==> src/i2ctbe_pkg.sv <==
`timescale 1ns / 1ps
// Shared types and constants for the I2C target bit engine.
// Depends on nothing; every other file of the block imports it.
package i2ctbe_pkg;

  typedef enum logic [1:0] {
    BUS_READY  = 2'd0,
    BUS_RUN    = 2'd1,
    BUS_STOP   = 2'd2,
    BUS_RSTART = 2'd3
  } bus_mode_t;

  typedef enum logic [2:0] {
    ENG_IDLE  = 3'd0,
    ENG_START = 3'd1,
    ENG_RX    = 3'd2,
    ENG_TX    = 3'd3,
    ENG_ACK   = 3'd4
  } engine_mode_t;

  typedef enum logic [1:0] {
    PH_FIRST  = 2'd0,
    PH_SECOND = 2'd1,
    PH_THIRD  = 2'd2
  } phase_t;

  typedef enum logic [1:0] {
    OP_NONE = 2'd0,
    OP_RECV = 2'd1,
    OP_SEND = 2'd2,
    OP_ACK  = 2'd3
  } op_t;

  typedef enum logic [2:0] {
    EV_NONE    = 3'd0,
    EV_START   = 3'd1,
    EV_STOP    = 3'd2,
    EV_RSTART  = 3'd3,
    EV_RXDONE  = 3'd4,
    EV_TXDONE  = 3'd5,
    EV_ACKDONE = 3'd6
  } event_t;

  // Bits are handled MSB first, so every byte starts at this position.
  localparam logic [2:0] TOP_BIT = 3'd7;

  typedef struct packed {
    logic       scl_level;
    logic       sda_level;
    op_t        op;
    logic [7:0] tx_byte;
  } in_word_t;

  typedef struct packed {
    logic       sda_drive_low;
    logic [7:0] rx_byte;
    event_t     event_res;
    logic       busy_res;
    bus_mode_t  bus_state;
  } out_word_t;

  typedef struct packed {
    bus_mode_t    bus_mode;
    engine_mode_t engine_mode;
    phase_t       phase;
    logic [2:0]   bit_position;
    logic [7:0]   shift_byte;
    logic         last_sampled_bit;
    logic [7:0]   send_byte;
    logic         drive_low;
  } engine_state_t;

endpackage

==> src/i2c_target_bit_engine_unit.sv <==
`timescale 1ns / 1ps
// Top level of the I2C target bit engine: state register, step logic, output buffer.
// Depends on i2ctbe_pkg, i2ctbe_step and i2ctbe_out_buf.
//
// This block takes one sampled SCL/SDA word per clock, together with an optional
// command (receive a byte, send a byte or send an ACK), and returns exactly one
// result word for each word it accepts: the SDA drive, the byte shifted in so far,
// an event code, a busy flag and the bus state. It sustains one word per clock
// cycle while out_stall is low. Through the step logic each accepted word updates
// the state at the edge that accepts it; its result is registered at that edge,
// in the output register or, while that is held, in the skid entry. A two-entry
// output buffer lets the block keep accepting while a finished result waits to
// be taken; in_stall rises only once both entries are occupied, and it is driven
// from a register. Address matching and the sequencing of commands are left to
// the surrounding logic, and the caller is expected to feed the pin samples in
// order without gaps in the sense of the bus: every accepted word is one tick.
module i2c_target_bit_engine_unit (
  input  logic                  clk,
  input  logic                  rst,
  input  logic                  in_valid,
  output logic                  in_stall,
  input  i2ctbe_pkg::in_word_t  in_word,
  output logic                  out_valid,
  input  logic                  out_stall,
  output i2ctbe_pkg::out_word_t out_word
);
  import i2ctbe_pkg::*;

  engine_state_t st;
  engine_state_t st_next;
  out_word_t     res;
  logic          push;

  // A word is taken whenever the buffer has room for its result.
  assign push = in_valid && !in_stall;

  // The step logic computes the new state and the result word in one pass.
  i2ctbe_step u_step (
    .st      (st),
    .in_word (in_word),
    .st_next (st_next),
    .res     (res)
  );

  // Engine state advances only on accepted words, so stalls leave it untouched.
  always_ff @(posedge clk) begin
    if (rst) begin
      st.bus_mode         <= BUS_READY;
      st.engine_mode      <= ENG_IDLE;
      st.phase            <= PH_FIRST;
      st.bit_position     <= TOP_BIT;
      st.shift_byte       <= 8'd0;
      st.last_sampled_bit <= 1'b0;
      st.send_byte        <= 8'd0;
      st.drive_low        <= 1'b0;
    end else if (push) begin
      st <= st_next;
    end
  end

  // The output register and its skid entry decouple the two handshakes.
  i2ctbe_out_buf u_out_buf (
    .clk       (clk),
    .rst       (rst),
    .push      (push),
    .push_word (res),
    .full      (in_stall),
    .out_valid (out_valid),
    .out_stall (out_stall),
    .out_word  (out_word)
  );

`ifndef NO_ASSERTIONS
  // The skid entry is only ever filled behind a valid output register.
  assert property (@(posedge clk) disable iff (rst) in_stall |-> out_valid)
    else $error("skid entry occupied while output register is empty");

  // The engine never holds SDA low while it has no operation in progress.
  assert property (@(posedge clk) disable iff (rst)
    (st.engine_mode == ENG_IDLE) |-> !st.drive_low)
    else $error("SDA held low while engine idle");

  // A completed START always leaves the bus running.
  assert property (@(posedge clk) disable iff (rst)
    (push && res.event_res == EV_START) |-> (res.bus_state == BUS_RUN))
    else $error("START reported without bus running");

  // A word taken into an empty buffer shows up at the output next cycle.
  assert property (@(posedge clk) disable iff (rst)
    (push && !out_valid) |=> out_valid)
    else $error("accepted word did not reach the output register");
`endif

endmodule

==> src/i2ctbe_step.sv <==
`timescale 1ns / 1ps
// Single-tick update of the bit engine: next state and result word.
// Depends on i2ctbe_pkg.
module i2ctbe_step (
  input  i2ctbe_pkg::engine_state_t st,
  input  i2ctbe_pkg::in_word_t      in_word,
  output i2ctbe_pkg::engine_state_t st_next,
  output i2ctbe_pkg::out_word_t     res
);
  import i2ctbe_pkg::*;

  engine_state_t n;
  event_t        ev;

  // Next state: the idle stage clears STOP, may take a command or spot START, then the
  // engine acts on the same sample in whatever mode it is now in.
  always_comb begin : next_state
    n  = st;
    ev = EV_NONE;

    if (n.engine_mode == ENG_IDLE) begin
      if (n.bus_mode == BUS_STOP) begin
        n.bus_mode = BUS_READY;
      end
      if (in_word.op != OP_NONE) begin
        if (n.bus_mode == BUS_RSTART) begin
          n.bus_mode = BUS_RUN;
        end
        n.phase        = PH_FIRST;
        n.bit_position = TOP_BIT;
        unique case (in_word.op)
          OP_RECV: begin
            n.engine_mode = ENG_RX;
            n.shift_byte  = 8'd0;
          end
          OP_SEND: begin
            n.engine_mode = ENG_TX;
            n.send_byte   = in_word.tx_byte;
          end
          OP_ACK: begin
            n.engine_mode = ENG_ACK;
            n.drive_low   = 1'b1;
          end
          default: ;
        endcase
      end else if (n.bus_mode == BUS_READY && !in_word.sda_level && in_word.scl_level) begin
        n.engine_mode = ENG_START;
      end
    end

    unique case (n.engine_mode)
      ENG_START: begin
        if (!in_word.scl_level) begin
          n.bus_mode    = BUS_RUN;
          ev            = EV_START;
          n.engine_mode = ENG_IDLE;
        end
      end
      ENG_RX: begin
        case (n.phase)
          PH_FIRST: begin
            if (in_word.scl_level) begin
              n.last_sampled_bit = in_word.sda_level;
              if (in_word.sda_level) begin
                n.shift_byte[n.bit_position] = 1'b1;
              end
              n.phase = PH_SECOND;
            end
          end
          PH_SECOND: begin
            if (in_word.scl_level) begin
              // SDA moving while SCL is high is a STOP or a repeated START.
              if (!n.last_sampled_bit && in_word.sda_level) begin
                n.bus_mode    = BUS_STOP;
                ev            = EV_STOP;
                n.engine_mode = ENG_IDLE;
                n.phase       = PH_FIRST;
              end else if (n.last_sampled_bit && !in_word.sda_level) begin
                n.bus_mode = BUS_RSTART;
                n.phase    = PH_THIRD;
              end
            end else if (n.bit_position == 3'd0) begin
              ev            = EV_RXDONE;
              n.engine_mode = ENG_IDLE;
              n.phase       = PH_FIRST;
            end else begin
              n.bit_position = n.bit_position - 3'd1;
              n.phase        = PH_FIRST;
            end
          end
          default: begin
            if (!in_word.scl_level) begin
              ev            = EV_RSTART;
              n.engine_mode = ENG_IDLE;
              n.phase       = PH_FIRST;
            end
          end
        endcase
      end
      ENG_TX: begin
        case (n.phase)
          PH_FIRST: begin
            if (!in_word.scl_level) begin
              n.drive_low = !n.send_byte[n.bit_position];
              n.phase     = PH_SECOND;
            end
          end
          PH_SECOND: begin
            if (in_word.scl_level) begin
              n.phase = PH_THIRD;
            end
          end
          default: begin
            if (!in_word.scl_level) begin
              n.drive_low = 1'b0;
              if (n.bit_position == 3'd0) begin
                ev            = EV_TXDONE;
                n.engine_mode = ENG_IDLE;
                n.phase       = PH_FIRST;
              end else begin
                n.bit_position = n.bit_position - 3'd1;
                n.drive_low    = !n.send_byte[n.bit_position];
                n.phase        = PH_SECOND;
              end
            end
          end
        endcase
      end
      ENG_ACK: begin
        if (n.phase == PH_FIRST) begin
          if (in_word.scl_level) begin
            n.phase = PH_SECOND;
          end
        end else if (!in_word.scl_level) begin
          n.drive_low   = 1'b0;
          ev            = EV_ACKDONE;
          n.engine_mode = ENG_IDLE;
          n.phase       = PH_FIRST;
        end
      end
      default: ;
    endcase
  end

  assign st_next = n;

  // Result word, taken from the state after this tick's update.
  always_comb begin : outputs
    res.sda_drive_low = n.drive_low;
    res.rx_byte       = n.shift_byte;
    res.event_res     = ev;
    res.busy_res      = (n.engine_mode != ENG_IDLE);
    res.bus_state     = n.bus_mode;
  end

endmodule

==> src/i2ctbe_out_buf.sv <==
`timescale 1ns / 1ps
// Two-entry output buffer: an output register backed by a skid register.
// Depends on i2ctbe_pkg.
module i2ctbe_out_buf (
  input  logic                  clk,
  input  logic                  rst,
  input  logic                  push,
  input  i2ctbe_pkg::out_word_t push_word,
  output logic                  full,
  output logic                  out_valid,
  input  logic                  out_stall,
  output i2ctbe_pkg::out_word_t out_word
);
  import i2ctbe_pkg::*;

  out_word_t skid_word;
  logic      skid_valid;
  logic      pop;

  assign pop  = out_valid && !out_stall;
  assign full = skid_valid;

  always_ff @(posedge clk) begin
    if (rst) begin
      out_valid  <= 1'b0;
      skid_valid <= 1'b0;
    end else if (pop) begin
      if (skid_valid) begin
        out_word <= skid_word;
        if (push) begin
          skid_word <= push_word;
        end else begin
          skid_valid <= 1'b0;
        end
      end else begin
        out_valid <= push;
        out_word  <= push_word;
      end
    end else if (push) begin
      if (out_valid) begin
        skid_word  <= push_word;
        skid_valid <= 1'b1;
      end else begin
        out_word  <= push_word;
        out_valid <= 1'b1;
      end
    end
  end

endmodule
==> config.mk <==
export PLATFORM = sky130hd
export DESIGN_NAME = i2c_target_bit_engine_unit
export DESIGN_NICKNAME = d
export VERILOG_FILES = /design/src/i2ctbe_pkg.sv /design/src/i2c_target_bit_engine_unit.sv /design/src/i2ctbe_step.sv /design/src/i2ctbe_out_buf.sv
export SDC_FILE = /design/constraint.sdc
export NUM_CORES = 1
export LEC_CHECK = 0
export BUFFER_PORTS_ARGS = -buffer_cell sky130_fd_sc_hd__buf_2
export CORE_MARGIN = 2
export CORE_UTILIZATION = 59
export CTS_CLUSTER_DIAMETER = 60
export DETAILED_ROUTE_END_ITERATION = 6
export PLACE_DENSITY = 0.76
export SLEW_MARGIN = 20
export SYNTH_ARGS = -nofsm -noshare
export SYNTH_HDL_FRONTEND = slang
export SYNTH_SLANG_ARGS = --single-unit
==> constraint.sdc <==
create_clock -name clk -period 3.7 [get_ports clk]
set_input_delay 1.11 -clock clk [delete_from_list [all_inputs] [get_ports clk]]
set_output_delay 1.11 -clock clk [all_outputs]
set_load 0.02 [all_outputs]
==> summary.md, run 1 <==
| Metric | Value |
|---|---|
| I/O Buffers | 32 |
| Largest net degree at the start of global routing | 22 |
| CTS Sinks | 60 |
| #FFs+latches synth | 60 |
| Layout Cells excl Fill | 476 |
| Final worst-path cycle share | 90.31% |
| Commonest non-fill, non-tap cell in the layout | nand2_1 |
| RD Place Congestion | 0.9314 |
| Via count | 2985 |
| Max-slew violation count | 0 |
| Crit. End Element | flop |
| Setup TNS Final | 0 ps |
| Yosys top cell area share | 26.92% |
| Leak Pwr | 1.415 nW |
| H-tree levels | 3 |
| Crit path DAT | 3430 ps |
| Gate Count Post-Synth | 362 |
| Cells after DPL | 460 |
| Clock latency at the later pin of the worst-skew pair | 350 ps |
| Most frequent cells in the layout | nand2_1, o21ai_0, buf_2 |
| Starting DRT DRC Count | 290 |
| Synth Net Count | 385 |
| CTS max path bufs | 2 |
| Via density | 6.271 |
| Antenna diode count | 0 |
| VDD IR-drop max | 227.7 uV |
| Final Hold Viols | 0 |
| Synth Warn # | 0 |
| Initial Util | 60.78% |
| Layout cell share with drive strength beyond 1 | 21.29% |
| Die W | 79.32 um |
| Row Count | 27 |
| Mapped Area | 0.003347 sq mm |
| Post-synth EDFFs | 30 |
| Count of final setup violators | 0 |
| Critical path startpoint category | primary input |
| Cell taking the most area after synthesis | edfxtp_1 |
| Drt total wl | 8.523 mm |
| Post-CTS sizing | 0 |
| Die ar. | 0.006292 sq mm |
| Final hold slack | 462.6 ps |
| Worst min-delay path class | flop to flop |
| P per Cell Area | 425.3 mW/mm^2 |
| Status | finished clean |
| Worst-path clk slew | 60 ps |
| Number of global-route vias before repair | 2869 |
| CTS Root Cell | clkbuf_8 |
| CTS Hold Bufs | 0 |
| DRC viols | 0 |
| First-pass iteration count of the detailed router | 5 |
| Max-Cap Viols | 0 |
| Routed length per instance | 17.91 um |
| Largest cells by area after synthesis | edfxtp_1, dfxtp_1, nand2_1 |
| I/O pin count | 33 |
| CTS tree | yes |
| Ys async rst share | 0% |
| Initial antenna violation count | 0 |
| Fin nets | 422 |
| Number of distinct library cells after synthesis | 58 |
| GRT overflow | 0 |
| Core Region | 0.005507 sq mm |
| Post-CTS setup buffer count | 0 |
| Actual slew at the worst max-slew pin | 726.4 ps |
| Die H | 79.32 um |
| WS Path Type | primary input to flop |
| Filler Cells Inserted | 462 |
| RSZ-0062 raised after global routing | false |
| Area growth syn-to-layout | 13.23% |
| Post-DRT Antenna Nets | 0 |
| Seq/Total Area, Yosys | 44.86% |
| GR Util All Layers | 29.39% |
| Critical path peak fanout | 6 |
| Highest clock rate | 299.3 MHz |
| Dpl hpwl | 6.115 mm |
| CP Data Required Time | 3790 ps |
| Syn Area/Cell | 9.246 sq um |
| Worst Skew | 7.264 ps |
| Crit path time final | 3342 ps |
| Slew margin rel. | 51.46% |
| Global-route wire length before repair | 14.04 mm |
| CTS buffer count | 9 |
| Top_reg_cell synth | edfxtp_1 |
==> critical path, cell delays in order <==
cell and delay [ps]:
buf_2 110, inv_1 70, ha_1 200, or4_1 470
nand2b_4 140, inv_1 90, ha_1 350, inv_1 130
o221ai_2 110, o221ai_2 200, a32oi_2 170, mux2_4 280
==> report_power, final <==
part	leakage, nW	switching, W	internal (W)
Sequential	0.531	0.0000150	0.000718
Clock	0.101	0.000261	0.000376
Combinational	0.783	0.000156	0.0000863
Total	1.41	0.000432	0.00118
==> final timing paths <==
check                                    startpoint                                to  slack, ps  cells past startpoint
worst max-delay path                     in_word[8]  u_out_buf.out_word[14]$_DFFE_PP_        360                     12
worst min-delay path            st[10]$_SDFFE_PP0P_               st[10]$_SDFFE_PP0P_        460                      2
worst max register to register  st[24]$_SDFFE_PP0P_  u_out_buf.out_word[14]$_DFFE_PP_        910                      9
worst min register to register  st[10]$_SDFFE_PP0P_               st[10]$_SDFFE_PP0P_        460                      2
==> per-layer routing <==
layer / routed length [um] / part of all wire (%) / up-vias / global-route usage, %
li1: - / - / 1422 / -
met1: 3730 / 44 / 1391 / 40.55
met2: 3832 / 45 / 148 / 45.42
met3: 749 / 8.8 / 24 / 5.682
met4: 210 / 2.5 / 0 / 11.90
met5: 0 / 0 / - / 0
==> cells in the mapped netlist (all sizes together), types with 2 or more instances <==
| cell type | instances |
|---|---|
| o21a | 2 |
| xnor2 | 2 |
| nor2b | 6 |
| o21ai | 40 |
| a21o | 2 |
| nor3 | 11 |
| inv | 8 |
| a31oi | 9 |
| ha | 7 |
| a31o | 2 |
| nor2 | 27 |
| clkbuf | 10 |
| a21oi | 27 |
| or3 | 2 |
| nand4 | 5 |
| nor4 | 4 |
| nand2b | 6 |
| o221ai | 6 |
| o22ai | 2 |
| mux2 | 15 |
| and3 | 6 |
| o211ai | 5 |
| a21boi | 4 |
| a211oi | 3 |
| dfxtp | 30 |
| nand3 | 9 |
| buf | 9 |
| nand3b | 2 |
| o31ai | 2 |
| edfxtp | 30 |
| nand2 | 50 |
| mux2i | 3 |
==> layout make-up <==
cell class / instances / area (sq um) / area share (%)
Clock buffer: 11 / 131.4 / 3.466
Multi-Input combinational cell: 275 / 1703 / 44.93
Timing Repair Buffer: 45 / 257.7 / 6.801
Inverter: 8 / 30.03 / 0.7923
Sequential cell: 60 / 1501 / 39.62
Clock inverter: 5 / 76.32 / 2.014
Tap cell: 72 / 90.09 / 2.377
==> per-stage QoR <==
step           cell area (sq um)  worst slack, ps   power, W  utilization (%)
6_report                    3790            358.5   0.001612            68.83
5_1_grt                     3790            207.3   0.001668            68.83
4_1_cts                     3790            401.1   0.001615            68.83
3_5_place_dp                3582            40.90  0.0009840            65.05
3_3_place_gp                3582            160.4  0.0009837            65.05
2_1_floorplan               3347            171.1  0.0009132                -
==> cell families (layout without fill, tap and decap cells) <==
group | count (synthesis) | count (layout) | synth area share (%)
DFF | 60 | 60 | 44.86
buffers and inverters | 27 | 69 | 4.261
muxes | 18 | 18 | 6.056
and+or+nand+nor | 131 | 131 | 19.18
adders and majority gates | 7 | 7 | 2.617
AOI/OAI and AO/OA | 117 | 117 | 22.50
xor gates and xnor gates | 2 | 2 | 0.5235
==> flip-flops by register name, indices dropped and copies added (netlist names) <==
name,count
st,28
u_out_buf.full,1
u_out_buf.out_word,15
u_out_buf.out_valid,1
u_out_buf.skid_word,15
(Power assumes the default switching activity.)
==> run 2: changes to the inputs <==
CORE_UTILIZATION = 55   (was 59)
CTS_CLUSTER_SIZE = 12   (was default)
PLACE_DENSITY = 0.73   (was 0.76)
SYNTH_HIERARCHICAL = 1   (was default)
clock period = 2.95 ns   (was 3.7 ns; I/O delays follow)
==> summary.md, run 2 <==
| Metric | Value |
|---|---|
| CTS max path bufs | 2 (unchanged) |
| Dpl hpwl | 6.706 mm (+9.7%) |
| Initial antenna violation count | 0 (unchanged) |
| Post-synth EDFFs | 30 (unchanged) |
| Post-synth top cells | dfxtp_1, edfxtp_1, nand2b_1 |
| Layout cell share with drive strength beyond 1 | 39.02% (+18 points) |
| Post-synthesis xor/xnor area fraction | 0.2191% (-0.30 points) |
| Crit path time final | 2985 ps |
| DRC viols | 0 (unchanged) |
| Worst setup slack after layout | -35.32 ps (-393.8 ps) |
| Core Region | 0.007137 sq mm (+30%) |
| Area growth syn-to-layout | 24.04% |
| Antenna diode count | 0 (unchanged) |
| Ys async rst share | 0% (unchanged) |
| Biggest regs | st (28), u_out_buf/out_word (15), u_out_buf/skid_word (15) |
| Drt total wl | 9.703 mm (+14%) |
| Switching power share of the total | 29.37% (+2.6 points) |
| CTS tree | yes |
| Filler Cells Inserted | 557 (+21%) |
| Via count | 3370 (+13%) |
| Slew margin rel. | 44.04% (-7.4 points) |
| Synth Warn # | 6 (+6) |
| Most frequent cells in the layout | buf_4, nand2b_1, buf_2, dfxtp_1, edfxtp_1 |
| Row Count | 31 (+15%) |
| Mapped Area | 0.003998 sq mm (+19%) |
| Critical-path cell list | buf_6 -> inv_8 -> ha_4 -> nor4_4 -> buf_4 -> nor2_4 -> ha_4 -> buf_4 -> ha_4 -> nor2b_4 -> o21ai_1 -> a2111o_1 -> a311o_1 -> mux2_4 |
| Reg area | 0.001501 sq mm (unchanged) |
| Max incr delay on CP | 390 ps (-80 ps) |
| Actual slew at the worst max-slew pin | 839.4 ps (+113.0 ps) |
| Number of distinct library cells after synthesis | 68 (+17%) |
| Max-slew violation count | 0 (unchanged) |
| Area post-placement | 0.004603 sq mm (+29%) |
| Die ar. | 0.007966 sq mm (+27%) |
| Proportion of synthesized area in mux cells | 9.264% (+3.2 points) |
| Sequential share of power | 42.7% (-2.8 points) |
| Die W | 89.26 um (+13%) |
| Post-DRT Antenna Nets | 0 (unchanged) |
| Failing checks | setup timing |
| Die H | 89.26 um (+13%) |
| CP Data Required Time | 3050 ps (-740 ps) |
| RD Place Congestion | 0.9371 (+0.61%) |
| Design area | 0.004959 sq mm (+31%) |
| H-tree levels | 3 (unchanged) |
| Max-Cap Viols | 0 (unchanged) |
| GRT met3 Usage | 4.247% (-1.4 points) |
| NetSw | 0.0006403 W (+48%) |
| Clk pwr share | 34.6% (-4.9 points) |
| CTS Root Cell | clkbuf_8 |
| Final hold slack | 476.2 ps (+13.66 ps) |
| Worst min-delay path class | flop to flop |
| Synth Net Count | 418 (+8.6%) |
| Logic pwr share | 22.8% (+7.8 points) |
| Most frequent CP cell | ha_4 |
| Commonest non-fill, non-tap cell in the layout | buf_4 |
| Number of global-route vias before repair | 3144 (+9.6%) |
| P per Cell Area | 439.6 mW/mm^2 (+3.4%) |
| Crit path DAT | 3080 ps (-350 ps) |
| Top_reg_cell synth | edfxtp_1 |
| Worst-path clk slew | 80 ps (+20 ps) |
| Leak Pwr | 1.958 nW (+38%) |
| Register with the most flip-flops | st |
| I/O pin count | 33 (unchanged) |
| GR Util All Layers | 25.18% (-4.2 points) |
| WS Path Type | primary input to flop |
| Adder-cell area share of the yosys netlist | 2.504% (-0.11 points) |
| Critical path startpoint category | primary input |
| Clock latency at the later pin of the worst-skew pair | 350 ps (about the same) |
| Highest clock rate | 335.0 MHz |
| Initial Util | 56.01% (-4.8 points) |
| Cell taking the most area after synthesis | edfxtp_1 |
| I/O Buffers | 32 (unchanged) |
| VDD IR-drop max | 269.0 uV (+18%) |
| #FFs+latches synth | 60 (unchanged) |
| GRT overflow | 0 (unchanged) |
| Worst Skew | 13.90 ps (+6.633 ps) |
| Global-route wire length before repair | 15.19 mm (+8.2%) |
| P_int | 0.001540 W (+30%) |
| CP max stage cell | a2111o_1 |
| Routed length per instance | 17.08 um (-4.6%) |
| Compound-Gate Fraction of Synth Area | 19.59% (-2.9 points) |
| First-pass iteration count of the detailed router | 5 (unchanged) |
| CTS Sinks | 60 (unchanged) |
| Yosys top cell area share | 22.54% (-4.4 points) |
| Busiest grt layer | met2 |
| Seq/Total Area, Yosys | 37.56% (-7.3 points) |
| RSZ-0062 raised after global routing | true |
| Largest cells by area after synthesis | edfxtp_1, dfxtp_1, nand4bb_1 |
| GRT met1 Usage | 33.64% (-6.9 points) |
| Largest net degree at the start of global routing | 62 (+180%) |
| Fin nets | 488 (+16%) |
| Post-synthesis simple-gate area fraction | 24.32% (+5.1 points) |
| Count of final setup violators | 3 (+3) |
| Crit. End Element | flop |
| Starting DRT DRC Count | 308 (+6.2%) |
| Syn Area/Cell | 10.15 sq um (+9.7%) |
| Gate Count Post-Synth | 394 (+8.8%) |
| Via density | 5.933 (-5.4%) |
| Max FFs per register | 28 (unchanged) |
| Main combinational cell family by area after synthesis | simple AND/OR/NAND/NOR gates |
| Status | finished, violations left |
| Multi-input gate area | 0.002400 sq mm (+41%) |
| Final Hold Viols | 0 (unchanged) |
| Critical path peak fanout | 6 (unchanged) |
| Final worst-path cycle share | 101.2% |
| CTS buffer count | 9 (unchanged) |
| Global Route met2 Usage | 40.34% (-5.1 points) |
## run 2: metrics by stage
| step | cells | setup WS [ps] | power, W | utilization (%) | TNS, ps |
|---|---|---|---|---|---|
| after floorplan | 394 | -417.0 | 0.001244 | - | -2294 |
| after global placement | 545 | -476.9 | 0.001397 | 64.50 | -11750 |
| after detailed placement | 545 | -527.3 | 0.001405 | 64.50 | -12780 |
| after CTS | 562 | -19.62 | 0.002166 | 67.67 | -19.62 |
| after global routing | 568 | -110.8 | 0.002266 | 69.48 | -419.8 |
| final | 568 | -35.32 | 0.002180 | 69.48 | -43.02 |
## run 2: cell type report
class | count | area share, %
multi-input combinational | 285 | 48.40
sequential | 60 | 30.28
timing repair buffer | 97 | 13.50
clock buffer | 9 | 2.498
tap | 99 | 2.498
clock inverter | 7 | 1.514
inverter | 11 | 1.312
## run 2: worst paths after layout
kind                       startpoint                              end  slack (ps)  cells past startpoint
hold reg to reg   st[14]$_SDFFE_PP0P_              st[14]$_SDFFE_PP0P_         480                      2
hold / removal    st[14]$_SDFFE_PP0P_              st[14]$_SDFFE_PP0P_         480                      2
setup / recovery           in_word[8]  u_out_buf/out_word[2]$_DFFE_PP_         -40                     14
setup reg to reg  st[23]$_SDFFE_PP0P_              st[17]$_SDFFE_PP0P_         400                      8
## run 2: per-layer routing
layer | up-vias | wire (um)
li1 | 1622 | -
met1 | 1612 | 4398
met2 | 113 | 4584
met3 | 23 | 486
met4 | 0 | 234
met5 | - | 0
## run 2: cell families after synthesis
group	after synthesis
and+or+nand+nor	140
AOI/OAI and AO/OA	108
DFF	60
buffers and inverters	49
muxes	28
adders and majority gates	8
xor gates and xnor gates	1
## run 2: what timing repair did
action / in CTS / in global routing
pin swaps: 4 / 12
setup endpoints to repair: 12 / 12
hold buffers: 0 / 0
setup buffers: 1 / 6
gates resized for setup: 6 / 22
cloned: 0 / 0
## run 2: power groups by stage
stage               sequential (W)  combinational (W)  clock, W
finish                    0.000930           0.000496  0.000754
global route              0.000934           0.000531  0.000801
CTS                       0.000930           0.000468  0.000767
detailed placement        0.000949           0.000456         0
global placement          0.000947           0.000450         0
floorplan                 0.000966           0.000278         0
## run 2: worst max-delay path: cells and delay by family
kind / cells / cell delay (ps)
adders and majority gates: 3 / 450
AOI/OAI and AO/OA: 3 / 750
buffers and inverters: 4 / 420
muxes: 1 / 260
and+or+nand+nor: 3 / 320
